--- config.mk ---
export PLATFORM = sky130hd
export DESIGN_NAME = eased_viewport_tracker
export DESIGN_NICKNAME = d
export VERILOG_FILES = /design/src/rtl/evt_pkg.sv /design/src/rtl/evt_divider.sv /design/src/rtl/eased_viewport_tracker.sv
export SDC_FILE = /design/constraint.sdc
export NUM_CORES = 2
export LEC_CHECK = 0
export BUFFER_PORTS_ARGS = -buffer_cell sky130_fd_sc_hd__buf_2
export CORE_AREA = 4 4 281 339
export DETAILED_ROUTE_END_ITERATION = 6
export DIE_AREA = 0 0 285 343
export PLACE_DENSITY = 0.83
export SLEW_MARGIN = 25
export SYNTH_ARGS = -nofsm -noshare
export SYNTH_HDL_FRONTEND = slang
export SYNTH_SLANG_ARGS = --single-unit
--- constraint.sdc ---
create_clock -name i_clk -period 37.2 [get_ports i_clk]
set_input_delay 3.72 -clock i_clk [delete_from_list [all_inputs] [get_ports i_clk]]
set_output_delay 3.72 -clock i_clk [all_outputs]
set_load 0.03 [all_outputs]
--- src/rtl/evt_pkg.sv ---
// package: payload types, opcodes and constants of the viewport tracker
`timescale 1ns / 1ps
package evt_pkg;
    typedef enum logic [2:0] {
        OP_TICK = 3'd0, OP_FOLLOW = 3'd1, OP_LOCK = 3'd2,
        OP_SET_ZOOM = 3'd3, OP_ADD_ZOOM = 3'd4, OP_FOCUS = 3'd5
    } t_opcode;

    localparam logic [1:0] MODE_FOLLOW = 2'd0;
    localparam logic [1:0] MODE_LOCKED = 2'd1;
    localparam logic [1:0] MODE_FOCUS  = 2'd2;

    localparam logic [14:0] ZOOM_MIN    = 15'd1638;
    localparam logic [14:0] ZOOM_MAX    = 15'd16384;
    localparam logic [14:0] ZOOM_RESET  = 15'd4096;
    localparam logic [23:0] EASE_MIN    = 24'd7;
    localparam logic [15:0] RATE_RESET  = 16'd2048;
    localparam logic [24:0] ELAPSED_MAX = 25'h1FFFFFF;
    localparam logic [16:0] ONE_Q16     = 17'h10000;

    typedef struct packed {
        logic [2:0]         opcode;
        logic [19:0]        tick_time;
        logic signed [31:0] pos_x;
        logic signed [31:0] pos_y;
        logic signed [15:0] zoom_value;
        logic [23:0]        ease_time;
        logic [23:0]        hold_time;
        logic               return_after;
    } t_in_word;

    typedef struct packed {
        logic signed [31:0] view_x;
        logic signed [31:0] view_y;
        logic [14:0]        view_zoom;
        logic [1:0]         view_mode;
    } t_out_word;

    // clamp a wide signed zoom value into 0.4..4.0
    function automatic logic [14:0] clamp_zoom(input logic signed [17:0] z);
        logic [14:0] r;
        if (z < $signed({3'b000, ZOOM_MIN})) r = ZOOM_MIN;
        else if (z > $signed({3'b000, ZOOM_MAX})) r = ZOOM_MAX;
        else r = z[14:0];
        return r;
    endfunction
endpackage

--- src/rtl/evt_divider.sv ---
// restoring divider: quotient of (elapsed << 16) / len, one bit per cycle
`timescale 1ns / 1ps
module evt_divider import evt_pkg::*; (
    input  logic        i_clk,
    input  logic        i_rst_n,
    input  logic        i_start,
    input  logic [24:0] i_num,
    input  logic [23:0] i_den,
    output logic        o_done,
    output logic [16:0] o_quot
);
    // numerator < den, so quotient fits 16 bits; shift in 16 zero bits
    logic [24:0] r_rem;
    logic [23:0] r_den;
    logic [16:0] r_quot;
    logic [4:0]  r_cnt;
    logic        r_busy;
    logic        r_done;
    logic [25:0] n_trial;

    assign n_trial = {r_rem, 1'b0} - {2'b00, r_den};

    always_ff @(posedge i_clk) begin
        if (!i_rst_n) begin
            r_busy <= 1'b0;
            r_done <= 1'b0;
            r_cnt  <= '0;
        end else begin
            r_done <= 1'b0;
            if (i_start) begin
                r_rem  <= i_num;
                r_den  <= i_den;
                r_quot <= '0;
                r_cnt  <= 5'd16;
                r_busy <= 1'b1;
            end else if (r_busy) begin
                if (!n_trial[25]) begin
                    r_rem  <= n_trial[24:0];
                    r_quot <= {r_quot[15:0], 1'b1};
                end else begin
                    r_rem  <= {r_rem[23:0], 1'b0};
                    r_quot <= {r_quot[15:0], 1'b0};
                end
                r_cnt <= r_cnt - 5'd1;
                if (r_cnt == 5'd1) begin
                    r_busy <= 1'b0;
                    r_done <= 1'b1;
                end
            end
        end
    end

    assign o_done = r_done;
    assign o_quot = r_quot;
endmodule

--- src/rtl/eased_viewport_tracker.sv ---
// top level: eased viewport tracker with a shared multiplier and a divider
//  channel | direction | handshake
//  input   | in        | i_in_valid / o_in_ready, word i_in
//  result  | out       | o_out_valid / i_out_ready, word o_out
//  config  | in        | i_cfg_we / i_cfg_wdata, no wait
// non-tick words, and ticks while locked or holding, go from decode straight to the output register
// a follow tick runs one rate multiply, then three blend passes
// an easing focus tick runs a divide when one is needed (through the
// 16-step divider), then square, cube and three blends through one 33x17 multiplier
// synchronous active-low reset restores the viewport to origin at zoom 1.0
// a result still waiting in the output register holds the next word in its last cycle
`timescale 1ns / 1ps
module eased_viewport_tracker import evt_pkg::*; (
    input  logic      i_clk,
    input  logic      i_rst_n,
    input  logic      i_in_valid,
    output logic      o_in_ready,
    input  t_in_word  i_in,
    output logic      o_out_valid,
    input  logic      i_out_ready,
    output t_out_word o_out,
    input  logic      i_cfg_we,
    input  logic [15:0] i_cfg_wdata
);
    typedef enum logic [3:0] {
        S_IDLE, S_DECODE, S_RATE, S_DIV_WAIT, S_SQ, S_CUBE,
        S_BX, S_BY, S_BZ, S_FINISH, S_OUT
    } t_state;

    t_state r_state;
    t_in_word r_in;
    logic [15:0] r_rate;
    logic signed [31:0] r_cur_x, r_cur_y, r_from_x, r_from_y, r_to_x, r_to_y;
    logic [14:0] r_cur_zoom, r_base_zoom, r_from_zoom, r_to_zoom;
    logic [1:0]  r_mode;
    logic        r_started, r_ease_phase, r_go_back;
    logic [24:0] r_elapsed;
    logic [23:0] r_ease_len, r_hold_len;
    logic [16:0] r_f;      // blend factor Q1.16
    logic [16:0] r_s;
    logic        r_focus_tick;
    logic        r_out_valid;
    t_out_word   r_out;
    logic        r_div_start;

    // shared multiplier: signed 33 x unsigned 17
    logic signed [32:0] n_ma;
    logic [16:0]        n_mb;
    logic signed [50:0] n_prod;
    logic signed [34:0] n_fl;
    assign n_prod = n_ma * $signed({1'b0, n_mb});
    assign n_fl   = n_prod[50:16];

    logic        w_div_done;
    logic [16:0] w_quot;
    evt_divider u_div (
        .i_clk(i_clk), .i_rst_n(i_rst_n), .i_start(r_div_start),
        .i_num(r_elapsed), .i_den(r_ease_len), .o_done(w_div_done), .o_quot(w_quot)
    );

    logic [25:0] n_esum;
    logic [24:0] n_esat;
    logic signed [32:0] n_px, n_qx;
    logic [18:0] n_poly;
    assign n_esum = {6'd0, r_in.tick_time} + {1'b0, r_elapsed};
    assign n_esat = n_esum[25] ? ELAPSED_MAX : n_esum[24:0];
    assign n_poly = 19'd196608 - {1'b0, r_s, 1'b0};

    // operand selection for the shared multiplier
    always_comb begin
        n_ma = '0;
        n_mb = '0;
        n_px = '0;
        n_qx = '0;
        case (r_state)
            S_RATE: begin
                n_ma = $signed({13'd0, r_in.tick_time});
                n_mb = {1'b0, r_rate};
            end
            S_SQ: begin
                n_ma = $signed({16'd0, r_s});
                n_mb = r_s;
            end
            S_CUBE: begin
                // 3 - 2s needs 18 bits, so it rides on the wide operand
                n_ma = $signed({14'd0, n_poly});
                n_mb = r_f;
            end
            S_BX: begin
                n_px = r_focus_tick ? 33'(r_from_x) : 33'(r_cur_x);
                n_qx = r_focus_tick ? 33'(r_to_x) : 33'(r_in.pos_x);
                n_ma = n_qx - n_px;
                n_mb = r_f;
            end
            S_BY: begin
                n_px = r_focus_tick ? 33'(r_from_y) : 33'(r_cur_y);
                n_qx = r_focus_tick ? 33'(r_to_y) : 33'(r_in.pos_y);
                n_ma = n_qx - n_px;
                n_mb = r_f;
            end
            S_BZ: begin
                n_px = r_focus_tick ? $signed({18'd0, r_from_zoom})
                                    : $signed({18'd0, r_cur_zoom});
                n_qx = r_focus_tick ? $signed({18'd0, r_to_zoom})
                                    : $signed({18'd0, r_base_zoom});
                n_ma = n_qx - n_px;
                n_mb = r_f;
            end
            default: ;
        endcase
    end

    logic [14:0] n_zoom_abs;
    logic signed [17:0] n_zsum;
    assign n_zsum = $signed({3'b000, r_base_zoom}) + 18'(r_in.zoom_value);
    assign n_zoom_abs = (r_in.opcode == OP_SET_ZOOM) ? clamp_zoom(18'(r_in.zoom_value))
                                                     : clamp_zoom(n_zsum);

    always_ff @(posedge i_clk) begin
        if (!i_rst_n) begin
            r_state      <= S_IDLE;
            r_rate       <= RATE_RESET;
            r_cur_x      <= '0;
            r_cur_y      <= '0;
            r_cur_zoom   <= ZOOM_RESET;
            r_base_zoom  <= ZOOM_RESET;
            r_mode       <= MODE_FOLLOW;
            r_started    <= 1'b0;
            r_ease_phase <= 1'b0;
            r_elapsed    <= '0;
            r_from_x     <= '0;
            r_from_y     <= '0;
            r_from_zoom  <= '0;
            r_to_x       <= '0;
            r_to_y       <= '0;
            r_to_zoom    <= '0;
            r_ease_len   <= EASE_MIN;
            r_hold_len   <= '0;
            r_go_back    <= 1'b0;
            r_out_valid  <= 1'b0;
            r_div_start  <= 1'b0;
            r_focus_tick <= 1'b0;
        end else begin
            if (i_cfg_we) r_rate <= i_cfg_wdata;
            r_div_start <= 1'b0;
            case (r_state)
                S_IDLE: begin
                    if (i_in_valid) begin
                        r_in    <= i_in;
                        r_state <= S_DECODE;
                    end
                end
                S_DECODE: begin
                    r_state <= S_OUT;
                    case (r_in.opcode)
                        OP_TICK: begin
                            if (!r_started) begin
                                r_cur_x    <= r_in.pos_x;
                                r_cur_y    <= r_in.pos_y;
                                r_cur_zoom <= r_base_zoom;
                                r_started  <= 1'b1;
                            end
                            r_focus_tick <= 1'b0;
                            if (r_mode == MODE_FOLLOW) begin
                                r_state <= S_RATE;
                            end else if (r_mode == MODE_FOCUS) begin
                                r_elapsed <= n_esat;
                                if (!r_ease_phase) begin
                                    r_focus_tick <= 1'b1;
                                    if ({1'b0, r_ease_len} <= n_esat) begin
                                        r_s     <= ONE_Q16;
                                        r_state <= S_SQ;
                                    end else begin
                                        r_div_start <= 1'b1;
                                        r_state     <= S_DIV_WAIT;
                                    end
                                end else begin
                                    r_cur_x    <= r_to_x;
                                    r_cur_y    <= r_to_y;
                                    r_cur_zoom <= r_to_zoom;
                                    if (n_esat >= {1'b0, r_hold_len})
                                        r_mode <= r_go_back ? MODE_FOLLOW : MODE_LOCKED;
                                end
                            end
                        end
                        OP_FOLLOW: r_mode <= MODE_FOLLOW;
                        OP_LOCK:   r_mode <= MODE_LOCKED;
                        OP_SET_ZOOM, OP_ADD_ZOOM: begin
                            r_base_zoom <= n_zoom_abs;
                            if (r_mode != MODE_FOCUS) r_cur_zoom <= n_zoom_abs;
                        end
                        OP_FOCUS: begin
                            r_mode       <= MODE_FOCUS;
                            r_ease_phase <= 1'b0;
                            r_elapsed    <= '0;
                            r_from_x     <= r_cur_x;
                            r_from_y     <= r_cur_y;
                            r_from_zoom  <= r_cur_zoom;
                            r_to_x       <= r_in.pos_x;
                            r_to_y       <= r_in.pos_y;
                            r_to_zoom    <= clamp_zoom(18'(r_in.zoom_value));
                            r_ease_len   <= (r_in.ease_time < EASE_MIN) ? EASE_MIN
                                                                        : r_in.ease_time;
                            r_hold_len   <= r_in.hold_time;
                            r_go_back    <= r_in.return_after;
                        end
                        default: ;
                    endcase
                end
                S_RATE: begin
                    // rate*dt/256, capped at 1.0
                    r_f     <= (n_prod[50:8] > 43'd65536) ? ONE_Q16 : n_prod[24:8];
                    r_state <= S_BX;
                end
                S_DIV_WAIT: begin
                    if (w_div_done) begin
                        r_s     <= w_quot;
                        r_state <= S_SQ;
                    end
                end
                S_SQ: begin
                    r_f     <= n_prod[32:16];
                    r_state <= S_CUBE;
                end
                S_CUBE: begin
                    r_f     <= n_prod[32:16];
                    r_state <= S_BX;
                end
                S_BX: begin
                    r_cur_x <= 32'(n_px + n_fl[32:0]);
                    r_state <= S_BY;
                end
                S_BY: begin
                    r_cur_y <= 32'(n_px + n_fl[32:0]);
                    r_state <= S_BZ;
                end
                S_BZ: begin
                    r_cur_zoom <= 15'(n_px + n_fl[32:0]);
                    r_state    <= S_FINISH;
                end
                S_FINISH: begin
                    if (r_focus_tick && r_elapsed >= {1'b0, r_ease_len}) begin
                        r_ease_phase <= 1'b1;
                        r_elapsed    <= '0;
                    end
                    r_state <= S_OUT;
                end
                S_OUT: begin
                    if (!r_out_valid || i_out_ready) begin
                        r_out.view_x    <= r_cur_x;
                        r_out.view_y    <= r_cur_y;
                        r_out.view_zoom <= r_cur_zoom;
                        r_out.view_mode <= r_mode;
                        r_out_valid     <= 1'b1;
                        r_state         <= S_IDLE;
                    end
                end
                default: r_state <= S_IDLE;
            endcase
            if (r_out_valid && i_out_ready && !(r_state == S_OUT)) r_out_valid <= 1'b0;
        end
    end

    assign o_in_ready  = (r_state == S_IDLE);
    assign o_out_valid = r_out_valid;
    assign o_out       = r_out;
endmodule

==> impl_metrics.py <==
metrics = {
    "critical_path": {
        "start_kind": "flip-flop",
        "crit_path_max_incr_delay_ns": 0.96,
        "r2r_cells": 40,
        "worstPathRequired_ns": 37.72,
        "r2r_slack_ns": 21.96,
        "reg2reg_from": "r_focus_tick",
        "r2r_end": "r_cur_y[28]",
        "worstPathMaxFanout": 57,
        "crit_end": "r_cur_y[28]",
        "slowest_stage": "a211oi_2",
        "cpMostUsedCell": "fa_1",
        "critical_path_class": "reg2reg",
        "end_kind": "flip-flop",
        "crit_arrival_ns": 15.76,
        "crit_start": "r_focus_tick",
    },
    "sta": {
        "hold_violations": 0,
        "fin_skew_ns": 0.06685,
        "min_period_ns": 15.24,
        "relSlewSlack_pct": 21.01,
        "worstMarginPinSlew_ns": 1.185,
        "rsz0062_at_grt": "false",
        "slew_violations": 0,
        "period_share_pct": 40.97,
        "setup_viol": 0,
        "setup_ws_ns": 21.96,
        "fmax_mhz": 65.61,
        "tns_ns": 0,
        "whs_ns": 0.4554,
    },
    "pwr": {
        "clockPowerShare_pct": 19.8,
        "p_leak_nw": 26.78,
        "p_switching_w": 0.001852,
        "power_density_mw_per_mm2": 58.60,
        "seqPwrFrac_pct": 25.4,
        "p_comb_share_pct": 54.8,
        "p_total_w": 0.003756,
        "swShare_pct": 49.30,
        "peakVddDrop_uv": 57.67,
        "power.internal_w": 0.001905,
    },
    "floorplan": {
        "core_area_mm2": 0.09174,
        "initial_core_util_pct": 64.75,
        "num_rows": 122,
        "die_h_um": 343,
        "die_x_um": 285,
        "io_pins": 256,
        "die_area_mm2": 0.09776,
    },
    "clocking": {
        "root_buffer": "clkbuf_16",
        "clock_latency_ns": 0.68,
        "cts_buffers": 72,
        "clock_tree.buffer_depth": 3,
        "cts_tree": "yes",
        "h-tree-depth": 3,
        "cts_sinks": 693,
        "post_cts.repair.setup_buffers": 0,
        "cts_hold_buf": 0,
        "ctsResizeCount": 0,
        "clk_pin_slew_ns": 0.06,
    },
    "detailed_routing": {
        "wl_per_cell_um": 24.78,
        "vias": 51363,
        "wl_mm": 197.2,
        "drt-pass1-iter-count": 7,
        "drc": 0,
        "drt_iter0_drc": 6435,
        "via_per_inst": 6.453,
        "postRouteAntennaNets": 0,
    },
    "synthesis": {
        "syn_avg_cell_area_um2": 9.014,
        "synth-seq-cells": 693,
        "yosys_warnings": 0,
        "synth_fp_nets": 7661,
        "ys_seq_area_share_pct": 28.97,
        "syn_inst": 6590,
        "synth.distinct_cells": 112,
        "synthFlopType": "dfxtp_1",
        "mappedNetlistArea_mm2": 0.05940,
        "synth_edf_count": 333,
        "async_reset_ff_share_pct": 0,
    },
    "global_route": {
        "grt_pass1_vias": 51383,
        "grt_usage_pct": 39.72,
        "grt_overflow": 0,
        "grt_pass1_wl_mm": 298.7,
        "antenna_found_initial": 9,
        "grt_max_degree": 92,
    },
    "final_layout": {
        "drive_gt1_share_pct": 9.903,
        "fillers": 6956,
        "area_growth_pct": 7.903,
        "fin_nets": 7726,
    },
    "outcome": {
        "status": "finished, final reports clean",
    },
    "hold_path": {
        "hp-class": "reg2reg",
    },
    "place": {
        "gp_congestion": 1.040,
        "hpwl_mm": 147.1,
        "pre_cts_ws_ns": 22.63,
        "io_buffers": 255,
    },
    "job": {
        "maxCapViolCount": 0,
    },
}
[per-layer routing]
metal,track usage (%),wire length [um]
met5,0,50
met4,27.95,17240
met3,8.319,20570
met2,64.43,90490
met1,47.51,68840
[synthesized netlist by cell type (all sizes together) (28+ instances only)]
| cell type | count | area [um^2] |
|---|---|---|
| a211oi | 70 | 535.5 |
| a21o | 86 | 653.1 |
| a21oi | 434 | 2210 |
| a221oi | 76 | 678.2 |
| a22oi | 30 | 225.2 |
| a31oi | 52 | 376.6 |
| and2 | 56 | 352.8 |
| and3 | 36 | 225.2 |
| buf | 45 | 222.7 |
| clkbuf | 289 | 1086 |
| dfxtp | 360 | 7207 |
| edfxtp | 333 | 10000 |
| fa | 541 | 10830 |
| ha | 357 | 4467 |
| inv | 804 | 3018 |
| mux2 | 80 | 900.9 |
| mux2i | 199 | 1992 |
| nand2 | 935 | 3510 |
| nand2b | 48 | 300.3 |
| nand3 | 66 | 330.3 |
| nand4 | 44 | 290.3 |
| nor2 | 591 | 2221 |
| nor2b | 68 | 425.4 |
| nor3 | 64 | 345.3 |
| o21a | 43 | 322.8 |
| o21ai | 259 | 1338 |
| o21bai | 28 | 210.2 |
| o22ai | 30 | 193.9 |
| or3 | 28 | 180.2 |
| xnor2 | 129 | 1130 |
| xor2 | 68 | 595.6 |
[sequential cells by signal, indices dropped and copies added (netlist names), 24 cells and up]
name and flops:
r_to_x 32, r_to_y 32, r_cur_y 32, u_div.r_rem 25, r_hold_len 24, o_out 81
r_from_y 32, r_cur_x 32, r_in 152, r_ease_len 24, r_elapsed 25, r_from_x 32
u_div.r_den 24
[worst max-delay path, delay by kind of cell, from the launching register on]
family | cells | cell delay (ns)
AO/OA/AOI/OAI | 16 | 5.47
adder cells (fa/ha/maj) | 9 | 4.12
buffers and inverters | 4 | 1.80
AND/OR/NAND/NOR | 6 | 1.26
flip-flops | 1 | 0.89
XOR/XNOR | 3 | 0.83
multiplexers | 2 | 0.58
[layout make-up]
type                    count  area, um^2  area share (%)
repair buffers            325        1799           2.807
multi-input cells        4759       38070           59.39
diodes                      4       10.01         0.01562
flip-flops and latches    693       17220           26.86
well taps                1240        1551           2.421
clock buffers              88        1944           3.034
inverters                 804        3025           4.720
clock inverters            46       480.5          0.7496
[worst min-delay path by stage]
| stage | start | slack [ns] | cells past startpoint | end |
|---|---|---|---|---|
| floorplan | r_go_back | 0.42 | 1 | r_mode[0] |
| global placement | r_from_y[0] | 0.44 | 2 | r_from_y[0] |
| detailed placement | r_from_zoom[1] | 0.45 | 2 | r_from_zoom[1] |
| CTS | r_from_zoom[1] | 0.45 | 2 | r_from_zoom[1] |
| global route | r_from_x[1] | 0.47 | 2 | r_from_x[1] |
| finish | r_from_x[19] | 0.46 | 2 | r_from_x[19] |
[placed cells by master, fill, tap and decap left out, types with 71 or more instances in the layout]
cell type / instances
a21o_1: 85
xnor2_1: 128
ha_1: 357
dfxtp_1: 357
mux2_2: 80
inv_1: 803
nor2_1: 582
nand2_1: 929
buf_2: 256
o21ai_0: 209
a221oi_1: 71
fa_1: 541
a21oi_1: 428
edfxtp_1: 333
clkbuf_16: 74
mux2i_1: 199
[stage by stage]
| stage | instance area (um^2) | cells | util [%] |
|---|---|---|---|
| final | 64100 | 7959 | 69.87 |
| after global routing | 64090 | 7955 | 69.85 |
| after CTS | 64080 | 7954 | 69.85 |
| after detailed placement | 61650 | 7820 | 67.20 |
| after global placement | 61630 | 7820 | 67.18 |
| after floorplan | 59400 | 6590 | - |
[kinds of logic after synthesis]
kind of cell               synth area share [%]
muxes                                     4.870
buffers and inverters                     7.284
AOI/OAI and AO/OA                         15.27
xor gates and xnor gates                  2.905
DFF                                       28.97
adders and majority gates                 25.77
and+or+nand+nor                           14.94
[power by group through the flow]
stage | Sequential [W] | Combinational [W] | Clock, W
5_1_grt | 0.000955 | 0.00218 | 0.000779
6_report | 0.000953 | 0.00206 | 0.000744
3_3_place_gp | 0.000961 | 0.00194 | 0
4_1_cts | 0.000947 | 0.00199 | 0.000746
2_1_floorplan | 0.000929 | 0.00131 | 0
3_5_place_dp | 0.000963 | 0.00197 | 0
Power figures use the tool's default switching activity.
